[src/pfe_pkg.sv]
// Shared types, constants and state codes for the prime field exponent unit.
package pfe_pkg;

    localparam int FE_W    = 256;
    localparam int LIMB_W  = 64;
    localparam int WORD_W  = 32;
    localparam int EXP_TOP_BIT = 252;

    localparam logic [FE_W-1:0] PRIME = {
        64'h62d7f37f9815e5fc, 64'ha7ecc14ec3fa83c7,
        64'hffffffffffffffff, 64'hffffffffffffffff};

    // (p-3)/4
    localparam logic [FE_W-1:0] EXPO = {
        64'h18B5FCDFE605797F, 64'h29FB3053B0FEA0F1,
        64'hFFFFFFFFFFFFFFFF, 64'hFFFFFFFFFFFFFFFF};

    typedef enum logic [1:0] {
        ACT_INV  = 2'd0,
        ACT_SQRT = 2'd1,
        ACT_TEST = 2'd2,
        ACT_NEG  = 2'd3
    } pfe_action_t;

    typedef struct packed {
        logic [1:0]        action;
        logic [LIMB_W-1:0] elem_limb0;
        logic [LIMB_W-1:0] elem_limb1;
        logic [LIMB_W-1:0] elem_limb2;
        logic [LIMB_W-1:0] elem_limb3;
    } pfe_in_t;

    typedef struct packed {
        logic [LIMB_W-1:0] res_limb0;
        logic [LIMB_W-1:0] res_limb1;
        logic [LIMB_W-1:0] res_limb2;
        logic [LIMB_W-1:0] res_limb3;
        logic              is_residue;
    } pfe_out_t;

    typedef enum logic [2:0] {
        SRC_A   = 3'd0,
        SRC_ACC = 3'd1,
        SRC_SQ  = 3'd2,
        SRC_TAB = 3'd3,
        SRC_ONE = 3'd4
    } pfe_src_t;

    typedef enum logic [1:0] {
        DST_ACC = 2'd0,
        DST_SQ  = 2'd1,
        DST_TAB = 2'd2
    } pfe_dst_t;

    typedef enum logic [4:0] {
        C_IDLE, C_RED1, C_RED2, C_NEG, C_INIT, C_TAB, C_SCAN, C_LOADW, C_LOAD,
        C_WIN, C_POST2, C_POST3, C_POST4, C_MPREP, C_MSTART, C_MWAIT, C_FIN
    } pfe_state_t;

    typedef enum logic [2:0] {
        MM_IDLE, MM_MUL, MM_MFOLD, MM_RED, MM_RFOLD, MM_FINAL, MM_DONE
    } pfe_mm_state_t;

    // pending Montgomery product: operands, destination, state to resume
    typedef struct packed {
        pfe_src_t   src_a;
        pfe_src_t   src_b;
        pfe_dst_t   dst;
        pfe_state_t ret;
    } pfe_call_t;

    typedef struct packed {
        logic     load_in;
        logic     reduce;
        logic     negate;
        logic     tab_init;
        logic     load_acc;
        logic     mul_start;
        pfe_src_t src_a;
        pfe_src_t src_b;
        pfe_dst_t dst;
        logic     out_load;
        logic     out_test;
    } pfe_cmd_t;

    typedef struct packed {
        logic mul_done;
        logic out_free;
    } pfe_status_t;

endpackage

[src/pfe_ctrl.sv]
// Controller: reduction, negation, table build, sliding-window exponent scan and final steps.
module pfe_ctrl import pfe_pkg::*; #(
    parameter int WBITS = 5,
    parameter int DEPTH = 16,
    parameter int AW    = 4
) (
    input  logic          aclk,
    input  logic          aresetn,
    input  logic          s_valid,
    output logic          s_ready,
    input  logic [1:0]    s_action,
    input  pfe_status_t   status,
    output pfe_cmd_t      cmd,
    output logic [AW-1:0] tab_raddr,
    output logic [AW-1:0] tab_waddr
);

    localparam int KW = $clog2(DEPTH + 1);
    localparam int LW = $clog2(WBITS + 1);
    localparam logic [FE_W+WBITS-1:0] EXT = {EXPO, WBITS'(0)};

    pfe_state_t  state_reg, state_next;
    pfe_action_t action_reg, action_next;
    pfe_call_t   call_reg, call_next;
    logic [KW-1:0] k_reg, k_next;
    logic signed [9:0] i_reg, i_next;
    logic        started_reg, started_next;
    logic [LW-1:0] wcnt_reg, wcnt_next;
    logic [AW-1:0] raddr_reg, raddr_next, waddr_reg, waddr_next;

    logic [8:0]       idx;
    logic [WBITS-1:0] win, val, v;
    logic [LW-1:0]    wlen;

    // longest window ending in a set bit whose odd power is in the table
    always_comb begin
        idx  = i_reg[8:0] + 9'd1;
        win  = EXT[idx +: WBITS];
        val  = WBITS'(1);
        wlen = LW'(1);
        v    = '0;
        for (int len = 2; len <= WBITS; len++) begin
            if ((int'(i_reg[8:0]) >= len - 1) && win[WBITS-len]) begin
                v = win >> (WBITS - len);
                if (int'(v >> 1) < DEPTH) begin
                    val  = v;
                    wlen = LW'(len);
                end
            end
        end
    end

    always_comb begin
        state_next   = state_reg;
        action_next  = action_reg;
        call_next    = call_reg;
        k_next       = k_reg;
        i_next       = i_reg;
        started_next = started_reg;
        wcnt_next    = wcnt_reg;
        raddr_next   = raddr_reg;
        waddr_next   = waddr_reg;
        case (state_reg)
            C_IDLE: if (s_valid) begin
                action_next = pfe_action_t'(s_action);
                state_next  = C_RED1;
            end
            C_RED1: state_next = C_RED2;
            C_RED2: begin
                waddr_next = '0;
                state_next = (action_reg == ACT_NEG) ? C_NEG : C_INIT;
            end
            C_NEG: state_next = C_FIN;
            C_INIT: begin
                k_next     = KW'(1);
                call_next  = '{SRC_A, SRC_A, DST_SQ, C_TAB};
                state_next = C_MPREP;
            end
            C_TAB: begin
                if (k_reg == KW'(DEPTH)) begin
                    i_next       = 10'(EXP_TOP_BIT);
                    started_next = 1'b0;
                    state_next   = C_SCAN;
                end else begin
                    raddr_next = AW'(k_reg - KW'(1));
                    waddr_next = AW'(k_reg);
                    k_next     = k_reg + KW'(1);
                    call_next  = '{SRC_TAB, SRC_SQ, DST_TAB, C_TAB};
                    state_next = C_MPREP;
                end
            end
            C_SCAN: begin
                if (i_reg[9]) begin
                    state_next = C_MPREP;
                    case (action_reg)
                        ACT_SQRT: call_next = '{SRC_ACC, SRC_A, DST_ACC, C_FIN};
                        ACT_INV:  call_next = '{SRC_ACC, SRC_ACC, DST_ACC, C_POST2};
                        default:  call_next = '{SRC_ACC, SRC_ACC, DST_ACC, C_POST3};
                    endcase
                end else if (!win[WBITS-1]) begin
                    i_next = i_reg - 10'sd1;
                    if (started_reg) begin
                        call_next  = '{SRC_ACC, SRC_ACC, DST_ACC, C_SCAN};
                        state_next = C_MPREP;
                    end
                end else begin
                    raddr_next = AW'(val >> 1);
                    i_next     = i_reg - 10'(wlen);
                    if (!started_reg) begin
                        started_next = 1'b1;
                        state_next   = C_LOADW;
                    end else begin
                        wcnt_next  = wlen;
                        state_next = C_WIN;
                    end
                end
            end
            C_LOADW: state_next = C_LOAD;
            C_LOAD:  state_next = C_SCAN;
            C_WIN: begin
                state_next = C_MPREP;
                if (wcnt_reg != '0) begin
                    wcnt_next = wcnt_reg - LW'(1);
                    call_next = '{SRC_ACC, SRC_ACC, DST_ACC, C_WIN};
                end else begin
                    call_next = '{SRC_ACC, SRC_TAB, DST_ACC, C_SCAN};
                end
            end
            C_POST2: begin
                call_next  = '{SRC_ACC, SRC_ACC, DST_ACC, C_POST3};
                state_next = C_MPREP;
            end
            C_POST3: begin
                call_next  = '{SRC_ACC, SRC_A, DST_ACC,
                              (action_reg == ACT_TEST) ? C_POST4 : C_FIN};
                state_next = C_MPREP;
            end
            C_POST4: begin
                call_next  = '{SRC_ACC, SRC_ONE, DST_ACC, C_FIN};
                state_next = C_MPREP;
            end
            C_MPREP:  state_next = C_MSTART;
            C_MSTART: state_next = C_MWAIT;
            C_MWAIT:  if (status.mul_done) state_next = call_reg.ret;
            C_FIN:    if (status.out_free) state_next = C_IDLE;
            default:  state_next = C_IDLE;
        endcase
    end

    always_comb begin
        cmd       = '0;
        cmd.src_a = call_reg.src_a;
        cmd.src_b = call_reg.src_b;
        cmd.dst   = call_reg.dst;
        s_ready   = 1'b0;
        case (state_reg)
            C_IDLE: begin
                s_ready     = 1'b1;
                cmd.load_in = s_valid;
            end
            C_RED1, C_RED2: cmd.reduce = 1'b1;
            C_NEG:    cmd.negate    = 1'b1;
            C_INIT:   cmd.tab_init  = 1'b1;
            C_LOAD:   cmd.load_acc  = 1'b1;
            C_MSTART: cmd.mul_start = 1'b1;
            C_FIN: begin
                cmd.out_load = status.out_free;
                cmd.out_test = (action_reg == ACT_TEST);
            end
            default: begin
            end
        endcase
    end

    assign tab_raddr = raddr_reg;
    assign tab_waddr = waddr_reg;

    always_ff @(posedge aclk) begin
        if (!aresetn) begin
            state_reg   <= C_IDLE;
            started_reg <= 1'b0;
        end else begin
            state_reg   <= state_next;
            started_reg <= started_next;
        end
    end

    always_ff @(posedge aclk) begin
        action_reg <= action_next;
        call_reg   <= call_next;
        k_reg      <= k_next;
        i_reg      <= i_next;
        wcnt_reg   <= wcnt_next;
        raddr_reg  <= raddr_next;
        waddr_reg  <= waddr_next;
    end

endmodule

[config.mk]
export PLATFORM = sky130hd
export DESIGN_NAME = pfe_ctrl
export DESIGN_NICKNAME = d
export VERILOG_FILES = /design/src/pfe_pkg.sv /design/src/pfe_ctrl.sv
export SDC_FILE = /design/constraint.sdc
export NUM_CORES = 1
export LEC_CHECK = 0
export BUFFER_PORTS_ARGS = -buffer_cell sky130_fd_sc_hd__buf_2
export CELL_PAD_IN_SITES_DETAIL_PLACEMENT = 0
export CELL_PAD_IN_SITES_GLOBAL_PLACEMENT = 1
export CORE_MARGIN = 2
export CORE_UTILIZATION = 42
export CTS_CLUSTER_SIZE = 28
export DETAILED_ROUTE_END_ITERATION = 12
export PLACE_DENSITY_LB_ADDON = 0.1
export SLEW_MARGIN = 20
export SYNTH_ARGS = -nofsm -noshare
export SYNTH_HDL_FRONTEND = slang
export SYNTH_SLANG_ARGS = --single-unit
[constraint.sdc]
create_clock -name aclk -period 5 [get_ports aclk]
set_input_delay 1 -clock aclk [delete_from_list [all_inputs] [get_ports aclk]]
set_output_delay 1 -clock aclk [all_outputs]
set_load 0.01 [all_outputs]
==> qor.yml, run 1 <==
run_status: "finished with violations"
hold_path_end: "state_reg[1]"
yosysMostFrequentCell: "nor2_1"
grt_max_degree: 49
cts_tree: "done"
yosys.area.top_type: "edfxtp_1"
antenna_found_initial: 0
port_buffers: 30
combPwrFrac_pct: 37.7
layout.nets: 684
ctsHoldBuffers: 0
worst_slew_pin_slew_ps: 736.7
synth.net_count: 672
async_reset_ff_share_pct: 0
rows: 39
r2r_slack_ps: 280
clk_pin_slew_ps: 70
place.gp.congestion: 1.097
n_fill_cell: 1172
violations: "design-rule violations"
finalSetupTns_ps: 0
dp.cells: 788
yosys-top-cells-count: "nor2_1 (61), nand2_1 (55), a21oi_1 (49), edfxtp_1 (39), o21ai_0 (36)"
drt_pass1_iterations: 9
synthTopCellsByArea: "edfxtp_1 (23%), ha_1 (6.0%), a21oi_1 (4.9%)"
clk_latency_ps: 290
fin_area_um2: 5525
largest_reg_flops: 10
hold_start: "call_reg[1]"
numClockSinks: 45
synth_flop_cell: "edfxtp_1"
cap_viol_max_count: 0
clkPwrFrac_pct: 24.6
holdPathStages: 2
hpwl_mm: 12.52
end_kind: "flip-flop"
critPathLaunchType: "flip-flop"
rsz0062_at_grt: "no"
grt_pass1_wl_mm: 26.47
yosys.area.top_type_share_pct: 23.41
seqPwrFrac_pct: 37.7
worst_ep_arrival_time_ps: 4850
antenna_left: 0
fin_cells: 796
design.core.area_um2: 11520
num_vias: 5047
drv_slew: 0
ys_seq_area_share_pct: 25.81
clock_path_buffers: 2
hp-class: "flip-flop to flip-flop"
drcViolationCount: 1
track_usage_pct: 26.32
required_ps: 5130
timing.rr.start: "i_reg[1]"
final-hold-violation-count: 0
grt_pass1_vias: 4619
area_growth_pct: 10.43
r2r.worst_path.cells: 19
r2r_end: "i_reg[8]"
placed_area_um2: 5340
cellPowerDensity_nw_per_um2: 289.9
routed_via_density: 6.340
drt_iter0_drc: 558
min_period_ps: 4720
max-slew-margin-rel_pct: 50.89
syn_area_per_cell_um2: 7.818
finalCoreUtilization_pct: 47.98
leakagePower_nw: 2.150
h-tree-depth: 2
ys_ff_latch: 45
die_area_um2: 12800
die_y_um: 113.1
setup-violations-final: 0
overflow: 0
diodes: 0
syn_area_um2: 5004
die_w_um: 113.1
crit_type: "flip-flop to flip-flop"
wl_per_cell_um: 21.03
fmax_mhz: 211.9
numCtsBuffers: 5
period_share_pct: 94.41
drive_gt1_share_pct: 15.01
start_util_pct: 43.45
swShare_pct: 38.29
clock-root-buffer: "clkbuf_16"
yosys_warnings: 0
syn_inst: 640
synth_edf_count: 39
ios: 32
synth_cell_types: 79
finalWirelength_mm: 16.74
p_int_uw: 988.6
p_sw_uw: 613.4
vdd_ir_drop_max_v: 0.0002364
crit_fanout: 48
final.setup_skew_ps: 4.836
[how the worst max path moves through the flow]
stage / from / to / slack [ps] / cells past startpoint
after floorplan: i_reg[1] / i_reg[8] / 30 / 21
after global placement: i_reg[0] / i_reg[8] / 370 / 19
after detailed placement: i_reg[1] / i_reg[8] / 370 / 20
after CTS: i_reg[1] / i_reg[8] / 350 / 20
after global routing: i_reg[0] / i_reg[8] / 10 / 19
final: i_reg[1] / i_reg[8] / 280 / 19
[metal layers]
layer	up-vias	global-route usage (%)	wire length (µm)
met2	249	34.57	6545
met5	-	0	0
met1	2389	41.63	8027
li1	2375	-	-
met3	34	7.017	1768
met4	0	6.911	399
[timing repair]
item / CTS / global route
gates resized for setup: 0 / 2
setup endpoints to repair: 0 / 3
buffers inserted: 0 / 0
[cell type report]
class                      instances  area, µm²  share of cell area (%)
timing repair buffer              69      484.2                   8.764
tap                              143      178.9                   3.238
multi-input combinational        504       3293                   59.60
inverter                          27      101.3                   1.834
sequential                        45       1291                   23.37
clock inverter                     2      37.54                  0.6793
clock buffer                       6      138.9                   2.514
[critical path, stage by stage, from the launching register on]
cell      delay, ps
edfxtp_1        400
ha_1            230
inv_1            90
ha_1            270
buf_12          200
nor2b_1         190
buf_4           190
a21oi_1         250
o32ai_1         120
a211oi_1        400
o21ai_1         160
o211ai_2        190
and2_1          240
o21ai_1         140
fa_1            450
a21oi_1         150
mux2i_1         130
buf_4           190
or4_1           390
a21oi_1         150
[power by group through the flow]
stage | combinational (mW) | sequential [mW] | clock, mW
2_1_floorplan | 0.466 | 0.557 | 0
3_3_place_gp | 0.598 | 0.610 | 0
3_5_place_dp | 0.595 | 0.609 | 0
4_1_cts | 0.597 | 0.602 | 0.398
5_1_grt | 0.666 | 0.616 | 0.417
6_report | 0.605 | 0.604 | 0.394
[cells in the final DEF (no fill, tap or decap), drive strengths merged, types with 6 or more instances in the layout]
cell type  count
clkbuf         6
and2           8
nand4          9
dfxtp          6
nor3          27
or3            7
nand3         16
mux2i         12
a2111oi        6
nor4           6
buf           69
nand2b        13
nand2         55
edfxtp        39
nor2b         14
ha            24
a31oi         14
inv           27
and3           8
xor2           8
o211ai         6
o21ai         40
a211oi        14
o22ai          7
nor2          61
a21oi         50
xnor2         15
[through the flow]
stage,setup slack [ps],power (mW),hold WS [ps]
2_1_floorplan,31.10,1.023,465.5
3_3_place_gp,367.4,1.208,515.0
3_5_place_dp,370.9,1.204,515.6
4_1_cts,347.8,1.596,518.1
5_1_grt,12.57,1.699,555.8
6_report,279.7,1.602,518.3
[cell families (layout without fill, tap and decap cells)]
family,count (synthesis),after routing,synth area share [%]
and+or+nand+nor,247,247,24.73
AOI/OAI and AO/OA,192,192,26.13
buffers and inverters,91,104,8.477
DFF,45,45,25.81
adders and majority gates,25,25,6.402
xor gates and xnor gates,23,23,4.851
muxes,16,16,3.526
other,1,1,0.07495
Note: power is estimated with default switching activity, not from simulation.
==> run 2: changes to the inputs <==
--- a/config.mk
+++ b/config.mk
@@ -12,7 +12,8 @@
 export CORE_UTILIZATION = 42
 export CTS_CLUSTER_SIZE = 28
 export DETAILED_ROUTE_END_ITERATION = 12
-export PLACE_DENSITY_LB_ADDON = 0.1
+export PLACE_DENSITY = 0.83
+export SETUP_SLACK_MARGIN = 0.5
 export SLEW_MARGIN = 20
 export SYNTH_ARGS = -nofsm -noshare
 export SYNTH_HDL_FRONTEND = slang
==> qor.yml, run 2 (synthesis gave the netlist of run 1 again) <==
cts_tree: "done"  # unchanged
clock-root-buffer: "clkbuf_16"  # unchanged
hold_ws_ps: 536.1  # was 518.3 ps
critPathTopFamily: "compound AO/OA/AOI/OAI gates"  # unchanged
drive_gt1_share_pct: 22.07  # was 15.01%
setup-violations-final: 0  # unchanged
start_util_pct: 43.45  # unchanged
wl_per_cell_um: 21.17  # was 21.03 µm
cp_slowest_cell: "edfxtp_1"  # was fa_1
antenna_found_initial: 0  # unchanged
drt_iter0_drc: 669  # was 558
required_ps: 5030  # was 5130 ps
grt_use_met3_pct: 2.999  # was 7.017%
placed_area_um2: 5353  # was 5340 µm²
clock_path_buffers: 2  # unchanged
antenna_left: 0  # unchanged
largest_reg_flops: 10  # unchanged
drcViolationCount: 3  # was 1
final-hold-violation-count: 0  # unchanged
fin_area_um2: 5859  # was 5525 µm²
leakagePower_nw: 2.252  # was 2.150 nW
fmax_mhz: 226.8  # was 211.9 MHz
routed_via_density: 6.424  # was 6.340
numClockSinks: 45  # unchanged
area_growth_pct: 17.10  # was 10.43%
cap_viol_max_count: 0  # unchanged
finalSetupTns_ps: 0  # unchanged
design.core.area_um2: 11520  # unchanged
clk_latency_ps: 280  # was 290 ps
ios: 32  # unchanged
grt_max_degree: 34  # was 49
ff_latch_area_um2: 1291  # unchanged
n_fill_cell: 1124  # was 1172
met1_usage_pct: 32.91  # was 41.63%
cp_common_cell: "buf_4"  # was a21oi_1
die_area_um2: 12800  # unchanged
grt-busiest-layer: "met2"  # was met1
multi_input_area_um2: 3477  # was 3293 µm²
rsz0062_at_grt: "yes"  # was no
layout.nets: 706  # was 684
met2_usage_pct: 43.75  # was 34.57%
rows: 39  # unchanged
period_share_pct: 88.20  # was 94.41%
grt_pass1_vias: 4772  # was 4619
run_status: "finished with violations"  # unchanged
hp-class: "flip-flop to flip-flop"  # unchanged
h-tree-depth: 2  # unchanged
final_cell_mix: "nor2_1 (57), buf_4 (57), nand2_1 (54), a21oi_1 (47), edfxtp_1 (39)"  # was nor2_1 (61), nand2_1 (55), a21oi_1 (49), edfxtp_1 (39), o21ai_0 (36)
crit_type: "flip-flop to flip-flop"  # unchanged
drt_pass1_iterations: 9  # unchanged
hpwl_mm: 12.36  # was 12.52 mm
overflow: 0  # unchanged
dp.cells: 789  # was 788
numCtsBuffers: 5  # unchanged
worst_slew_pin_slew_ps: 792.0  # was 736.7 ps
vdd_ir_drop_max_v: 0.0001367  # was 0.0002364 V
place.gp.congestion: 1.011  # was 1.097
critPathBufInv: 3  # was 4
die_y_um: 113.1  # unchanged
worstPathCellList: "buf_4, buf_4, and3_2, xnor2_4, a21oi_1, o21ai_0, o211ai_1, buf_4, a211o_1, and2_1, o21ai_2, ha_1, a21o_1, a21oi_1, mux2_4, mux2i_1, nand3_1"  # was ha_1, inv_1, ha_1, buf_12, nor2b_1, buf_4, a21oi_1, o32ai_1, a211oi_1, o21ai_1, o211ai_2, and2_1, o21ai_1, fa_1, a21oi_1, mux2i_1, buf_4, or4_1, a21oi_1
die_w_um: 113.1  # unchanged
crit_path_max_incr_delay_ps: 470  # was 450 ps
cellPowerDensity_nw_per_um2: 280.7  # was 289.9 nW/µm²
finalWirelength_mm: 17.32  # was 16.74 mm
grt_pass1_wl_mm: 26.41  # was 26.47 mm
critPathLaunchType: "flip-flop"  # unchanged
drv_slew: 0  # unchanged
end_kind: "flip-flop"  # unchanged
worst_ep_arrival_time_ps: 4440  # was 4850 ps
diodes: 0  # unchanged
finalCoreUtilization_pct: 50.88  # was 47.98%
num_vias: 5255  # was 5047
port_buffers: 30  # unchanged
track_usage_pct: 25.72  # was 26.32%
min_period_ps: 4410  # was 4720 ps
clk_pin_slew_ps: 60  # was 70 ps
crit_fanout: 8  # was 48
final.setup_skew_ps: 4.360  # was 4.836 ps
violations: "design-rule violations"  # unchanged
fin_cells: 818  # was 796
max-slew-margin-rel_pct: 46.64  # was 50.89%
## run 2: changes by cell type in the layout (fill, tap and decap cells not counted), sizes merged
cell,change
buf,+20
bufinv,+1
clkinv,+1
inv,-1
xnor2,+1
## run 2: final timing paths
path	slack, ps	cells past startpoint	startpoint	end
hold reg to reg	540	2	call_reg[1]	state_reg[1]
setup reg to reg	590	17	i_reg[0]	i_reg[5]
hold / removal	540	2	call_reg[1]	state_reg[1]
setup / recovery	590	17	i_reg[0]	i_reg[5]
## run 2: timing repair
item | 4_1_cts | 5_1_grt
cloned | 0 | 1
buffers inserted | 8 | 12
gates resized for setup | 7 | 29
hold endpoints to repair | 0 | 0
endpoints found under the setup margin | 7 | 8
pin swaps | 3 | 11
hold buffers | 0 | 0
## run 2: through the flow
step	setup WS [ps]	total power, mW
final	590.1	1.644
after detailed placement	233.5	1.196
after floorplan	500.6	1.027
after global placement	245.5	1.192
after CTS	521.2	1.622
after global routing	425.1	1.732
## run 2: worst reg2reg max path: cells and delay by family, from the launching register on
family	cells	cell delay [ps]
adder cells (fa/ha/maj)	1	270
AO/OA/AOI/OAI	7	1390
flip-flops	1	470
multiplexers	2	410
buffers and inverters	3	530
XOR/XNOR	1	410
AND/OR/NAND/NOR	3	670
## run 2: layout make-up
cell class                 instances  share of cell area, %
tap                              143                  3.054
timing repair buffer              90                  10.53
clock buffer                       5                  2.135
multi-input combinational        505                  59.34
sequential                        45                  22.04
inverter                          27                  1.794
clock inverter                     3                  1.110
## run 2: power by group
part	internal [mW]	total [mW]	switching (mW)
sequential	0.513	0.594	0.0810
combinational	0.239	0.630	0.391
clock	0.285	0.420	0.135
## run 2: per-layer routing
layer,vias to the layer above,wire (µm)
met5,-,0
met4,0,846
met3,62,1087
met2,266,8274
met1,2503,7112
li1,2424,-
==> run 3: changes to the inputs <==
--- a/config.mk
+++ b/config.mk
@@ -8,7 +8,6 @@
 export BUFFER_PORTS_ARGS = -buffer_cell sky130_fd_sc_hd__buf_2
 export CELL_PAD_IN_SITES_DETAIL_PLACEMENT = 0
 export CELL_PAD_IN_SITES_GLOBAL_PLACEMENT = 1
-export CORE_MARGIN = 2
 export CORE_UTILIZATION = 42
 export CTS_CLUSTER_SIZE = 28
 export DETAILED_ROUTE_END_ITERATION = 12
==> qor.yml, run 3 (synthesis gave the netlist of run 1 again) <==
numClockSinks: 45  # unchanged
wl_per_cell_um: 20.61  # was 21.17 µm
finalWirelength_mm: 16.73  # was 17.32 mm
timing.rr.start: "i_reg[0]"  # unchanged
fmax_mhz: 227.1  # was 226.8 MHz
num_vias: 5136  # was 5255
antenna_left: 0  # unchanged
final-hold-violation-count: 0  # unchanged
n_fill_cell: 1121  # was 1124
clk_latency_ps: 290  # was 280 ps
ios: 32  # unchanged
drv_slew: 0  # unchanged
ctsHoldBuffers: 0  # unchanged
min_period_ps: 4404  # was 4410 ps
hold_path_end: "state_reg[1]"  # unchanged
hpwl_mm: 12.19  # was 12.36 mm
die_area_um2: 12350  # was 12800 µm²
track_usage_pct: 26.90  # was 25.72%
grt_pass1_wl_mm: 26.47  # was 26.41 mm
drt_iter0_drc: 657  # was 669
hp-class: "flip-flop to flip-flop"  # unchanged
diodes: 0  # unchanged
max-slew-margin-rel_pct: 52.95  # was 46.64%
cap_viol_max_count: 0  # unchanged
required_ps: 5150  # was 5030 ps
overflow: 0  # unchanged
vdd_ir_drop_max_v: 0.0001468  # was 0.0001367 V
start_util_pct: 43.45  # unchanged
final.setup_skew_ps: 7.488  # was 4.360 ps
layout.nets: 700  # was 706
place.gp.congestion: 1.006  # was 1.011
final_cell_mix: "nor2_1 (59), nand2_1 (54), buf_4 (51), a21oi_1 (46), edfxtp_1 (39)"  # was nor2_1 (57), buf_4 (57), nand2_1 (54), a21oi_1 (47), edfxtp_1 (39)
die_y_um: 111.1  # was 113.1 µm
critPathLaunchType: "flip-flop"  # unchanged
drive_gt1_share_pct: 21.23  # was 22.07%
rows: 39  # unchanged
antenna_found_initial: 0  # unchanged
crit_type: "flip-flop to flip-flop"  # unchanged
numCtsBuffers: 5  # unchanged
clock_path_buffers: 2  # unchanged
holdPathStages: 2  # unchanged
cts_tree: "done"  # unchanged
routed_via_density: 6.325  # was 6.424
period_share_pct: 88.08  # was 88.20%
end_kind: "flip-flop"  # unchanged
leakagePower_nw: 2.227  # was 2.252 nW
design.core.area_um2: 11520  # unchanged
worst_ep_arrival_time_ps: 4550  # was 4440 ps
drt_pass1_iterations: 9  # unchanged
multi_input_area_um2: 3483  # was 3477 µm²
violations: "design-rule violations"  # unchanged
p_total_mw: 1.609  # was 1.644 mW
worst_slew_pin_slew_ps: 698.4  # was 792.0 ps
area_growth_pct: 16.10  # was 17.10%
clock-root-buffer: "clkbuf_16"  # unchanged
cellPowerDensity_nw_per_um2: 277.0  # was 280.7 nW/µm²
r2r_slack_ps: 600  # was 590 ps
die_w_um: 111.1  # was 113.1 µm
drcViolationCount: 6  # was 3
crit_fanout: 8  # unchanged
clk_pin_slew_ps: 70  # was 60 ps
ff_latch_area_um2: 1291  # unchanged
setup-violations-final: 0  # unchanged
grt_max_degree: 34  # unchanged
r2r_end: "i_reg[8]"  # was i_reg[5]
h-tree-depth: 2  # unchanged
final_common_cell: "nor2_1"
r2r.worst_path.cells: 19  # was 17
port_buffers: 30  # unchanged
grt_pass1_vias: 4792  # was 4772
rsz0062_at_grt: "yes"  # unchanged
largest_reg_flops: 10  # unchanged
run_status: "finished with violations"  # unchanged
hold_start: "call_reg[1]"  # unchanged
finalSetupTns_ps: 0  # unchanged
run 3: cell count changes in the layout (fill, tap and decap cells not counted), moves of 2 or more:
cell and change:
buf_4 -6, ha_1 +2, ha_2 -2, nor2_1 +2
nor2_2 -2, o21ai_1 +2, xnor2_2 -2, xnor2_4 +2
run 3: worst max path at each step:
| stage | from | end | slack (ps) |
|---|---|---|---|
| CTS | i_reg[0] | i_reg[8] | 480 |
| global route | i_reg[0] | i_reg[8] | 440 |
| finish | i_reg[0] | i_reg[8] | 600 |
| detailed placement | i_reg[1] | i_reg[8] | 330 |
| floorplan | i_reg[1] | i_reg[8] | 500 |
| global placement | i_reg[0] | i_reg[8] | 430 |
run 3: critical path: stages, from the launching register on:
cell and delay, ps:
edfxtp_1 510, ha_4 220, inv_1 110, ha_4 250
clkbuf_4 210, nor2_2 300, a21boi_0 290, o32ai_1 110
a31o_2 240, o31ai_2 220, buf_4 180, o31ai_2 70
nand2_1 90, ha_1 140, inv_1 60, fa_2 360
a21oi_2 200, mux2i_4 110, or4_4 440, a21oi_2 150
run 3: metrics by stage:
stage          hold slack [ps]  cells  worst slack, ps  util (%)  instance area, µm²
2_1_floorplan            465.5    640            500.6         -                5046
5_1_grt                  559.6    812            437.6     50.45                5809
6_report                 521.5    812            596.0     50.45                5809
4_1_cts                  528.0    795            476.5     47.89                5515
3_5_place_dp             518.8    783            327.9     46.09                5308
3_3_place_gp             525.4    783            427.3     46.09                5308
run 3: per-layer routing:
| metal | global-route usage (%) | up-vias | share of wire (%) | wire [µm] |
|---|---|---|---|---|
| li1 | - | 2409 | - | - |
| met1 | 34.34 | 2423 | 41 | 6928 |
| met2 | 45.74 | 251 | 49 | 8117 |
| met3 | 2.460 | 53 | 5.5 | 921 |
| met4 | 12.88 | 0 | 4.6 | 766 |
| met5 | 0 | - | 0 | 0 |
run 3: power breakdown:
part / leakage [nW] / total (mW) / internal (mW) / switching (mW)
Clock: 0.0810 / 0.381 / 0.237 / 0.144
Combinational: 1.74 / 0.633 / 0.240 / 0.393
Sequential: 0.401 / 0.595 / 0.513 / 0.0820
run 3: cell type report:
cell class / instances / share of cell area, %
timing repair buffer: 85 / 10.04
inverter: 27 / 1.809
multi-input combinational: 504 / 59.96
clock buffer: 6 / 2.218
sequential: 45 / 22.23
clock inverter: 2 / 0.6677
tap: 143 / 3.080
run 3: repair_timing:
action / 4_1_cts / 5_1_grt
resized for setup: 4 / 35
setup buffers: 4 / 17
pin swaps: 3 / 11
setup endpoints to repair: 6 / 9
